File: config.mk
export PLATFORM = sky130hd
export DESIGN_NAME = tpg_post
export DESIGN_NICKNAME = d
export VERILOG_FILES = /design/src/tpg_pkg.sv /design/src/tpg_post.sv
export SDC_FILE = /design/constraint.sdc
export NUM_CORES = 1
export LEC_CHECK = 0
export ABC_AREA = 1
export BUFFER_PORTS_ARGS = -buffer_cell sky130_fd_sc_hd__buf_2
export CAP_MARGIN = 10
export CORE_ASPECT_RATIO = 0.7
export CORE_MARGIN = 5
export CORE_UTILIZATION = 30
export CTS_CLUSTER_SIZE = 8
export DETAILED_ROUTE_END_ITERATION = 6
export PLACE_DENSITY = 0.5
export REMOVE_ABC_BUFFERS = 1
export SETUP_SLACK_MARGIN = 0.05
export SYNTH_ARGS = -nofsm -noshare
export SYNTH_HDL_FRONTEND = slang
export SYNTH_SLANG_ARGS = --single-unit
File: constraint.sdc
create_clock -name clk -period 4.25 [get_ports clk]
set_input_delay 0.6375 -clock clk [delete_from_list [all_inputs] [get_ports clk]]
set_output_delay 0.6375 -clock clk [all_outputs]
set_load 0.01 [all_outputs]
File: src/tpg_pkg.sv
// Package for the triplanar texture coordinate generator.
// Holds widths, projection mode codes, config register indexes and the stage struct.
// No dependencies.
`default_nettype none
package tpg_pkg;
	localparam int COORD_W = 32;
	localparam int UNIT_W = 16;
	localparam int UNIT_FRAC = 14;
	localparam int COORD_FRAC = 16;
	localparam int OFFSET_FRAC = 13;
	localparam int CFG_IDX_W = 2;

	typedef enum logic [3:0] {
		MODE_WAUTO = 4'd0,
		MODE_WZY   = 4'd1,
		MODE_WXZ   = 4'd2,
		MODE_WXY   = 4'd3,
		MODE_LAUTO = 4'd4,
		MODE_LZY   = 4'd5,
		MODE_LXZ   = 4'd6,
		MODE_LXY   = 4'd7,
		MODE_UNWRAP = 4'd8
	} mode_t;

	typedef enum logic [CFG_IDX_W-1:0] {
		REG_QW = 2'd0,
		REG_QX = 2'd1,
		REG_QY = 2'd2,
		REG_QZ = 2'd3
	} cfg_reg_t;

	// item controls carried along the pipeline
	typedef struct packed {
		logic [3:0]  mode;
		logic [1:0]  turns;
		logic [15:0] scale;
		logic [31:0] offset;
		logic [31:0] vu;
		logic [31:0] vv;
	} ctl_t;

	// pick the (u,v) pair of a plane selection: 0 zy, 1 xz, 2 xy
	typedef logic [1:0] plane_t;
	localparam plane_t PL_ZY = 2'd0;
	localparam plane_t PL_XZ = 2'd1;
	localparam plane_t PL_XY = 2'd2;

	function automatic plane_t auto_plane(input logic signed [33:0] nx,
		input logic signed [33:0] ny, input logic signed [33:0] nz);
		logic [33:0] ax, ay, az;
		ax = nx[33] ? -nx : nx;
		ay = ny[33] ? -ny : ny;
		az = nz[33] ? -nz : nz;
		if (ax < ay && az < ay) return PL_XZ;
		else if (ax < az) return PL_XY;
		else return PL_ZY;
	endfunction

	function automatic logic signed [31:0] sat32(input logic signed [65:0] v,
		output logic clip);
		clip = 1'b0;
		if (v > 66'sd2147483647) begin
			clip = 1'b1;
			return 32'sh7fffffff;
		end
		if (v < -66'sd2147483648) begin
			clip = 1'b1;
			return 32'sh80000000;
		end
		return v[31:0];
	endfunction
endpackage
`default_nettype wire

File: src/tpg_post.sv
// Scale, quarter turn and offset of a selected uv pair, two register stages.
// Depends on tpg_pkg.
`default_nettype none
module tpg_post (
	input  wire logic clk,
	input  wire logic arst_n,
	input  wire logic en,
	input  wire logic in_valid,
	input  wire logic signed [31:0] in_u, in_v,
	input  wire logic in_clip,
	input  wire logic [1:0] in_turns,
	input  wire logic [15:0] in_scale,
	input  wire logic [31:0] in_offset,
	output logic out_valid,
	output logic signed [31:0] out_u, out_v,
	output logic out_clip
);
	function automatic logic signed [31:0] scale_one(input logic signed [31:0] v,
		input logic signed [7:0] e, output logic clip);
		logic [6:0] s;
		logic signed [65:0] w;
		clip = 1'b0;
		if (e < 0) begin
			s = (-9'(e) > 9'd63) ? 7'd63 : 7'(-9'(e));
			return 32'(v >>> s);
		end
		if (v == 0) return 32'sd0;
		if (e >= 8'sd32) begin
			clip = 1'b1;
			return v[31] ? 32'sh80000000 : 32'sh7fffffff;
		end
		w = 66'(v) <<< e[4:0];
		return tpg_pkg::sat32(w, clip);
	endfunction

	function automatic logic signed [31:0] neg(input logic signed [31:0] v,
		output logic clip);
		clip = (v == 32'sh80000000);
		return clip ? 32'sh7fffffff : -v;
	endfunction

	logic signed [31:0] su, sv, tu, tv;
	logic c0, c1, c2, c3;
	logic valid_s1;
	logic signed [31:0] u_s1, v_s1;
	logic clip_s1;
	logic [31:0] off_s1;

	always_comb begin
		su = scale_one(in_u, in_scale[7:0], c0);
		sv = scale_one(in_v, in_scale[15:8], c1);
		c2 = 1'b0; c3 = 1'b0;
		case (in_turns)
			2'd1: begin tu = neg(sv, c2); tv = su; end
			2'd2: begin tu = neg(su, c2); tv = neg(sv, c3); end
			2'd3: begin tu = sv; tv = neg(su, c3); end
			default: begin tu = su; tv = sv; end
		endcase
	end

	always_ff @(posedge clk or negedge arst_n) begin
		if (!arst_n) begin
			valid_s1 <= 1'b0;
			out_valid <= 1'b0;
		end else if (en) begin
			valid_s1 <= in_valid;
			out_valid <= valid_s1;
		end
	end

	logic signed [31:0] au, av;
	logic c4, c5;
	always_comb begin
		au = tpg_pkg::sat32(66'(u_s1) + 66'({off_s1[15:0], 3'b0}), c4);
		av = tpg_pkg::sat32(66'(v_s1) + 66'({off_s1[31:16], 3'b0}), c5);
	end

	always_ff @(posedge clk) begin
		if (en) begin
			u_s1 <= tu; v_s1 <= tv;
			clip_s1 <= in_clip | c0 | c1 | c2 | c3;
			off_s1 <= in_offset;
			out_u <= au; out_v <= av;
			out_clip <= clip_s1 | c4 | c5;
		end
	end
endmodule
`default_nettype wire

# --- Yosys cells after proc, flatten, opt, wreduce, memory -nomap -nowiden ---
# Cells that the tools add are included.
totals:
  register_bits: 164
  in_bits: 119
  output_inout_bits: 66
  word_cells: 134
classes:
  n_addsub: 8
  n_lt_le_gt_ge: 14
  mux: 86
  reduce_logical: 2
  n_bitwise: 6
  n_eq_ne: 5
  shift: 4
ops:
  columns: ["cell", "count"]
  rows:
  - ["32-bit two-way mux", 32]
  - ["32-bit one-hot mux with 3 select lines", 2]
  - ["66-bit by 32-bit greater-than comparator with 1-bit output (second input constant)", 2]
  - ["66-bit by 32-bit < comparator with 1-bit output (second input constant)", 2]
  - ["32-bit by 5-bit <<< shifter with 66-bit output", 2]
  - ["32-bit by 20-bit adder with 33-bit output", 2]
  - ["33-bit by 32-bit greater-than comparator with 1-bit output (second input constant)", 2]
  - ["33-bit by 32-bit < comparator with 1-bit output (second input constant)", 2]
  - ["32-bit == test (second input constant)", 2]
  - ["32-bit zero test", 2]
  - ["32-bit negation", 2]
  - ["32-bit by 7-bit >>> shifter with 32-bit output", 2]
  - ["1-bit two-way mux", 48]
  - ["9-bit by 6-bit greater-than comparator with 1-bit output (second input constant)", 2]
  - ["9-bit negation", 2]
  - ["8-bit by 7-bit >= comparator with 1-bit output (second input constant)", 2]
  - ["8-bit by 1-bit < comparator with 1-bit output (second input constant)", 2]
  - ["7-bit two-way mux", 2]
  - ["7-bit negation", 2]
  - ["1-bit bitwise OR", 6]
  - ["2-bit == test (second input constant)", 2]
  - ["1-bit one-hot mux with 2 select lines", 2]
  - ["2-bit by 1-bit == test with 1-bit output (second input constant)", 1]

# --- Longest topological paths before layout ---
# Gate-level depths: netlist of run 1.
logic_depth:
  ltp_word: 21
  depth_mapped: 38
  ltp_nobuf: 35

# --- Worst setup path after synthesis of run 1 ---
# OpenSTA, ideal clock, no wires.
synth_path:
  path_kind: "input-to-reg"
  from: "input port in_scale[9]"
  to: "register u_s1[31], data pin"
  path_buffers: 5
  required_ns: 3.997
  arrival_ns: 4.172
  slack_ns: -0.176
  setup_ns: 0.253
  path_stages: 31
  path_cell_list: "buf_6 -> inv_2 -> buf_2 -> ha_1 -> inv_2 -> nor2_1 -> nand3_1 -> nand2_1 -> nand2_1 -> nor2_4 -> nand2_4 -> nor2_4 -> inv_2 -> buf_6 -> buf_6 -> nand3_1 -> nand3_1 -> a21oi_1 -> o21ai_1 -> nor2_2 -> ha_1 -> nand4_1 -> nor2_1 -> nand2_1 -> nor2_4 -> nand2_2 -> buf_6 -> nand4_1 -> nand2_1 -> nor2_1 -> nor2_1"
synth_via:
  elab_chain_cells: 15
  word_cells_on_any_way: 36
  classes_between: "add/sub: 3; order compare: 5; eq/ne: 1; shift: 2; mux: 25"
synth_rtl:
  columns: ["element", "line_no", "rtl"]
  rows:
  - ["start, declared", "tpg_post.sv:12", "input wire logic [15:0] in_scale,"]
  - ["32-bit by 5-bit <<< shifter with 66-bit output", "tpg_post.sv:32", "w = 66'(v) <<< e[4:0];"]
  - ["66-bit by 32-bit < comparator with 1-bit output", "tpg_pkg.sv:66", "if (v < -66'sd2147483648) begin"]
  - ["1-bit two-way mux (2 in series)", "tpg_pkg.sv:66", null]
  - ["1-bit two-way mux", "tpg_post.sv:32", null]
  - ["1-bit two-way mux", "tpg_post.sv:28", "if (e >= 8'sd32) begin"]
  - ["1-bit two-way mux", "tpg_post.sv:27", "if (v == 0) return 32'sd0;"]
  - ["32-bit two-way mux", "tpg_pkg.sv:70", "return v[31:0];"]
  - ["32-bit two-way mux", "tpg_pkg.sv:66", null]
  - ["32-bit two-way mux", "tpg_post.sv:32", null]
  - ["32-bit two-way mux", "tpg_post.sv:28", null]
  - ["32-bit two-way mux *", "tpg_post.sv:27", null]
  - ["32-bit negation or 32-bit == test (tied branches)", "tpg_post.sv:39, tpg_post.sv:38", null]
  - ["32-bit two-way mux", "tpg_post.sv:39", "return clip ? 32'sh7fffffff : -v;"]
  - ["32-bit one-hot mux with 3 select lines *", "tpg_post.sv:53", "case (in_turns)"]
  - ["via tu[31]", "tpg_post.sv:42", "logic signed [31:0] su, sv, tu, tv;"]
  - ["end signal, assigned", "tpg_post.sv:80", "u_s1 <= tu; v_s1 <= tv;"]
  - ["end, declared", "tpg_post.sv:45", "logic signed [31:0] u_s1, v_s1;"]
# The timed path passes the listed nets; every way through them passes the cells marked *. The select of a mux whose other input is x is not followed.
# A chain may end at the register's enable or synchronous reset.

# --- Final worst setup path of run 1 ---
layout_path:
  from: "input port in_scale[9]"
  to: "register v_s1[21], data pin"
layout_via:
  elab_chain_cells: 15
  word_cells_on_any_way: 36
  classes_between: "add/sub: 3; order compare: 5; eq/ne: 1; shift: 2; mux: 25"
layout_rtl:
  columns: ["element", "line_no"]
  rows:
  - ["32-bit by 5-bit <<< shifter with 66-bit output", "tpg_post.sv:32"]
  - ["66-bit by 32-bit < comparator with 1-bit output", "tpg_pkg.sv:66"]
  - ["1-bit two-way mux (2 in series)", "tpg_pkg.sv:66"]
  - ["1-bit two-way mux", "tpg_post.sv:32"]
  - ["1-bit two-way mux", "tpg_post.sv:28"]
  - ["1-bit two-way mux", "tpg_post.sv:27"]
  - ["32-bit two-way mux", "tpg_pkg.sv:70"]
  - ["32-bit two-way mux", "tpg_pkg.sv:66"]
  - ["32-bit two-way mux", "tpg_post.sv:32"]
  - ["32-bit two-way mux", "tpg_post.sv:28"]
  - ["32-bit two-way mux *", "tpg_post.sv:27"]
  - ["32-bit negation or 32-bit == test (tied branches)", "tpg_post.sv:39, tpg_post.sv:38"]
  - ["32-bit two-way mux", "tpg_post.sv:39"]
  - ["32-bit one-hot mux with 3 select lines *", "tpg_post.sv:53"]
  - ["via tv[21]", "tpg_post.sv:42"]
  - ["end signal, assigned", "tpg_post.sv:80"]
  - ["end, declared", "tpg_post.sv:45"]
# Marks and branches as above.

==> results of run 1 <==
==> critical path: cells and delay by family <==
family,cells,cell delay [ns]
adders and majority gates,2,0.28
AOI/OAI and AO/OA,1,0.18
and+or+nand+nor,24,2.14
buffers and inverters,8,1.01
==> sequential cells by signal (all words and copies together) (netlist names) <==
register / flops
clip_s1: 1
off_s1: 32
out_clip: 1
out_u: 32
out_v: 32
out_valid: 1
u_s1: 32
v_s1: 32
valid_s1: 1
==> stage by stage <==
stage | area [sq um] | TNS [ns] | hold WS (ns)
6_report | 32700 | 0 | 0.370
5_1_grt | 32700 | -0.0223 | 0.352
2_1_floorplan | 20900 | -81.53 | 0.342
3_3_place_gp | 29100 | -31.22 | 0.425
3_5_place_dp | 29100 | -29.72 | 0.424
4_1_cts | 29800 | 0 | 0.346
==> final timing paths <==
kind / slack (ns) / to / cells past startpoint
worst max-delay path: 0.17 / v_s1[21] / 35
worst min-delay path: 0.37 / off_s1[25] / 1
worst max register to register: 0.45 / out_u[30] / 23
worst min register to register: 0.52 / out_valid / 2
max in group asynchronous: 3.64 / valid_s1 / 2
min in group asynchronous: 0.51 / out_valid / 2
==> per-layer routing <==
layer | global-route usage | part of all wire | vias to the layer above
li1 | - | - | 14400
met1 | 0.376 | 0.49 | 13400
met2 | 0.342 | 0.40 | 1180
met3 | 0.0564 | 0.090 | 102
met4 | 0.0456 | 0.019 | 0
met5 | 0 | 0 | -
==> cell families after synthesis <==
family	synth area share
simple gates	0.545
flops	0.222
buf+inv	0.0979
xor+xnor	0.0222
compound gates	0.0870
fa+ha+maj	0.0256
==> final cells by class <==
cell class,count,area share
multi-input cells,3231,0.523
repair buffers,973,0.238
flip-flops and latches,164,0.151
well taps,977,0.0374
inverters,268,0.0319
clock buffers,17,0.0130
clock inverters,15,0.00533
repair inverters,1,0.000230
==> cell usage in the layout (no fill, tap or decap), types with 5 or more instances in the layout <==
master     synthesis  layout
a21oi_1          137     114
a21oi_2            1      21
a31oi_1           18      16
buf_12             0      46
buf_2             83     178
buf_4             17     706
buf_6             23      23
buf_8              2       6
clkbuf_16          0      29
edfxtp_1         162     162
ha_1              42      34
ha_2               0       5
inv_1            241     236
inv_2             22      21
inv_6              0       6
nand2_1         1441    1323
nand2_2           31     139
nand2_4            3      12
nand3_1          842     647
nand3_2           23     197
nand3_4            0      21
nand4_1           39      39
nor2_1           324     245
nor2_2            19      77
nor2_4            15      36
nor3_1            14      14
nor4_1            10      10
o21ai_0          138     109
o21ai_1           28      46
o21ai_2            4      11
o22ai_1            7       7
xnor2_1           23      23
xor2_1            33      32
==> timing repair <==
item | CTS | global route
hold buffers | 1 | 0
setup buffers | 1 | 46
setup endpoints to repair | 49 | 115
resized for setup | 17 | 579
gates cloned | 0 | 15
pin swaps | 0 | 122
endpoints found under the hold margin | 2 | 0
==> power groups by stage <==
stage | Sequential, W | Combinational [W] | Clock (W)
after floorplan | 0.00221 | 0.00180 | 0
after global placement | 0.00220 | 0.00365 | 0
after detailed placement | 0.00220 | 0.00364 | 0
after CTS | 0.00217 | 0.00366 | 0.00162
after global routing | 0.00219 | 0.00444 | 0.00168
final | 0.00217 | 0.00408 | 0.00158
==> flow_summary.json, run 1 <==
{
  "arrival_ns": 4.28,
  "period_share": 0.960,
  "layout-drive-gt1-share": 0.337,
  "fillCellCount": 7864,
  "drt_wl_total_um": 104000,
  "synth_top_cells_by_area": "nand2_1 24%, edfxtp_1 22%, nand3_1 19%",
  "gp_congestion": 0.975,
  "power_frac_seq": 0.277,
  "synthTopCellsByCount": "1441 x nand2_1, 842 x nand3_1, 324 x nor2_1",
  "dpl.cell_count": 5551,
  "num_vias": 29100,
  "track_usage": 0.243,
  "die_h_um": 237,
  "rsz0062_at_grt": "true",
  "power_w": 0.00783,
  "min_from": "in_offset[25]",
  "fmax_ghz": 0.245,
  "grt-ovfl-total": 0,
  "path_class": "primary input to flop",
  "hold_viol": 0,
  "cts_tree": "yes",
  "final_cells": 5646,
  "syn_to_final_growth_pct": 47.7,
  "ys_warn_count": 0,
  "synth.most_common_cell": "nand2_1",
  "core-area_sq_um": 73200,
  "numCtsBuffers": 17,
  "power.share.clock": 0.202,
  "start_util": 0.302,
  "dp_hpwl_um": 83800,
  "cp_max_fo": 8,
  "synth_top_cell_by_area": "nand2_1",
  "vias_per_cell": 5.16,
  "power_density_nw_per_um2": 240,
  "hp-class": "primary input to flop",
  "worst_pin_slew_ns": 0.969,
  "cap_violations": 0,
  "critPathSlowestCell": "nor2_4",
  "first_pass_iters": 7,
  "multi_input_area_sq_um": 17100,
  "skew_ns": 0.0173,
  "final_nets": 4819,
  "row_count": 83,
  "ys_async_sr_fraction": 0.0122,
  "drt_iter0_markers": 3038,
  "leakage_nw": 15.9,
  "max_stage_delay_ns": 0.25,
  "ys_seq_elements": 164,
  "netlist_area_sq_um": 22100,
  "swShare": 0.412,
  "fin_crit_ns": 4.08,
  "dominantRegCellSynth": "edfxtp_1",
  "clk_path_buf_depth": 2,
  "grt_pass1_wl_um": 152000,
  "antenna_cells": 0,
  "combPwrFrac": 0.521,
  "fin_ws_ns": 0.170,
  "dieArea_sq_um": 79300,
  "vdd_drop_max_mv": 0.484,
  "h-tree-depth": 4,
  "wl_per_cell_um": 18.5,
  "utilization": 0.446,
  "numPortBuffers": 184,
  "power_switching_w": 0.00323,
  "grt_max_degree": 95,
  "required_ns": 4.45,
  "run_status": "finished clean",
  "seq_area_sq_um": 4910,
  "grt_pass1_vias": 26000,
  "intPower_w": 0.00461,
  "seq_area_frac_synth": 0.222,
  "clkTransAtPathRegs_ns": 0.07,
  "avgSynthCellArea_sq_um": 5.71,
  "root_buffer": "clkbuf_16",
  "ant_nets": 0,
  "relSlewSlack": 0.353,
  "synthDominantCellAreaShare": 0.245,
  "place_ws_ns": -0.639,
  "finalSetupViolations": 0,
  "drc_errors": 0,
  "start_kind": "primary input",
  "synthCells": 3874,
  "crit_start": "in_scale[9]",
  "cts.sinks": 164,
  "io_pins": 185,
  "yosysUniqueCellTypes": 54,
  "antenna_found_initial": 0,
  "drv_slew": 0,
  "end_kind": "flop",
  "reg2reg_from": "u_s1[5]",
  "clk_latency_ns": 0.44,
  "fp.dieW_um": 334,
  "synth-edff-count": 162
}
Note: power is estimated with default switching activity, not from simulation.
==> run 2: changes to the inputs <==
clock period = 4.7 ns   (was 4.25 ns; I/O delays follow)
==> run 2 against run 1 <==
  * Sequential cell count unchanged
  * Global-route usage down 0.36 points
  * Non-clock buffer count down 279
  * First-iteration DRC count up 10%
  * Combinational power down 22%
  * Critical path type unchanged
==> flow_summary.json, run 2 (synthesis gave the netlist of run 1 again) <==
{
  "place_ws_ns": -0.123,
  "reg2reg_depth": 23,
  "ant_nets": 0,
  "dieArea_sq_um": 79300,
  "power_switching_w": 0.00272,
  "period_share": 0.938,
  "core-area_sq_um": 73200,
  "rsz0062_at_grt": "false",
  "max_stage_delay_ns": 0.24,
  "cp-endpoint": "v_s1[11]",
  "swShare": 0.413,
  "drc_errors": 0,
  "multi_input_area_sq_um": 15100,
  "whs_ns": 0.0372,
  "clk_path_buf_depth": 2,
  "required_ns": 4.94,
  "syn_to_final_growth_pct": 27.5,
  "wl_per_cell_um": 18.4,
  "vias_per_cell": 5.21,
  "start_kind": "primary input",
  "combPwrFrac": 0.483,
  "row_count": 83,
  "power_frac_seq": 0.297,
  "final_common_cell": "nand2_1",
  "cp_common_cell": "nand2_1",
  "utilization": 0.385,
  "drt_wl_total_um": 99000,
  "track_usage": 0.239,
  "io_pins": 185,
  "fin_ws_ns": 0.291,
  "dp_hpwl_um": 80800,
  "critPathSlowestCell": "nand4_1",
  "hp-class": "primary input to asynchronous set/reset pin",
  "clkTransAtPathRegs_ns": 0.07,
  "layout-drive-gt1-share": 0.200,
  "end_kind": "flop",
  "holdBufCountCts": 0,
  "grt_pass1_vias": 25000,
  "fillCellCount": 8179,
  "reg2reg_from": "off_s1[2]",
  "grt_max_degree": 98,
  "power.share.clock": 0.220,
  "drv_slew": 0,
  "r2r_end": "out_u[12]",
  "relSlewSlack": 0.364,
  "power_w": 0.00660,
  "cts.sinks": 164,
  "skew_ns": 0.0219,
  "cts_tree": "yes",
  "leakage_nw": 13.9,
  "grt_pass1_wl_um": 150000,
  "final_nets": 4540,
  "root_buffer": "clkbuf_16",
  "globalRouteMet1Util": 0.384,
  "arrival_ns": 4.65,
  "worst_pin_slew_ns": 0.954,
  "crit_start": "in_scale[8]",
  "numPortBuffers": 184,
  "first_pass_iters": 6,
  "clk_latency_ns": 0.45,
  "antenna_found_initial": 0,
  "vdd_drop_max_mv": 0.252,
  "path_class": "primary input to flop",
  "intPower_w": 0.00388,
  "grt-ovfl-total": 0,
  "r2r_setup_slack_ns": 0.52,
  "cap_violations": 0,
  "fp.dieW_um": 334,
  "cp_max_fo": 15,
  "use_met2": 0.336,
  "num_vias": 27900,
  "gp_congestion": 0.994,
  "hold_viol": 0,
  "final_cell_mix": "1438 x nand2_1, 837 x nand3_1, 466 x buf_4, 314 x nor2_1, 240 x inv_1",
  "run_status": "finished clean",
  "fin_crit_ns": 4.41,
  "h-tree-depth": 4,
  "fmax_ghz": 0.227,
  "die_h_um": 237,
  "numCtsBuffers": 17,
  "seq_area_sq_um": 4910,
  "met3_usage": 0.0416,
  "power_density_nw_per_um2": 234,
  "start_util": 0.302,
  "finalSetupViolations": 0,
  "drt_iter0_markers": 3351,
  "busiest_layer": "met1",
  "antenna_cells": 0
}
-- run 2: cell types whose count changed in the layout (fill, tap and decap cells not counted), moves of 16 or more --
cell,previous run,this run
nand2_1,1323,1438
nor2_4,36,16
buf_4,706,466
nand3_4,21,0
buf_6,23,4
nand2_2,139,35
nor2_2,77,28
nand3_1,647,837
nand3_2,197,28
a21oi_2,21,5
nor2_1,245,314
a21oi_1,114,133
o21ai_0,109,132
-- run 2: worst min-delay path by stage --
stage                end  slack [ns]
6_report       out_valid        0.04
5_1_grt        out_valid        0.02
4_1_cts        out_valid        0.02
3_5_place_dp   out_valid        0.49
3_3_place_gp   out_valid        0.49
2_1_floorplan  out_valid        0.41
-- run 2: routing by layer --
metal / share of wire / up-vias
met4: 0.011 / 0
met5: 0 / -
met2: 0.40 / 1147
met3: 0.088 / 57
li1: - / 13800
met1: 0.51 / 12900
-- run 2: final cells by class --
type,count,area share
Tap cell,977,0.0434
Inverter,268,0.0359
Multi-Input combinational cell,3232,0.537
Clock inverter,15,0.00604
Clock buffer,17,0.0151
Sequential cell,164,0.174
Timing Repair Buffer,694,0.188
-- run 2: critical path, delay by kind of cell --
kind | cells | cell delay [ns]
simple gates | 23 | 2.56
buf+inv | 8 | 1.13
fa+ha+maj | 1 | 0.22
-- run 2: power groups by stage --
stage | combinational (W) | sequential [W] | clock, W
floorplan | 0.00163 | 0.00200 | 0
detailed placement | 0.00310 | 0.00199 | 0
global placement | 0.00310 | 0.00199 | 0
global route | 0.00351 | 0.00198 | 0.00155
finish | 0.00319 | 0.00196 | 0.00145
CTS | 0.00311 | 0.00196 | 0.00148
-- run 2: timing repair --
item / CTS / global route
buffers inserted: 0 / 6
gates resized for setup: 0 / 34
endpoints found under the setup margin: 0 / 61
-- run 2: per-stage QoR --
step	std cells	setup TNS, ns	area (sq um)
final	5367	0	28200
after global routing	5367	0	28200
after detailed placement	5323	-1.71	27300
after CTS	5355	0	27900
after global placement	5323	-1.34	27300
after floorplan	3663	-56.67	20900
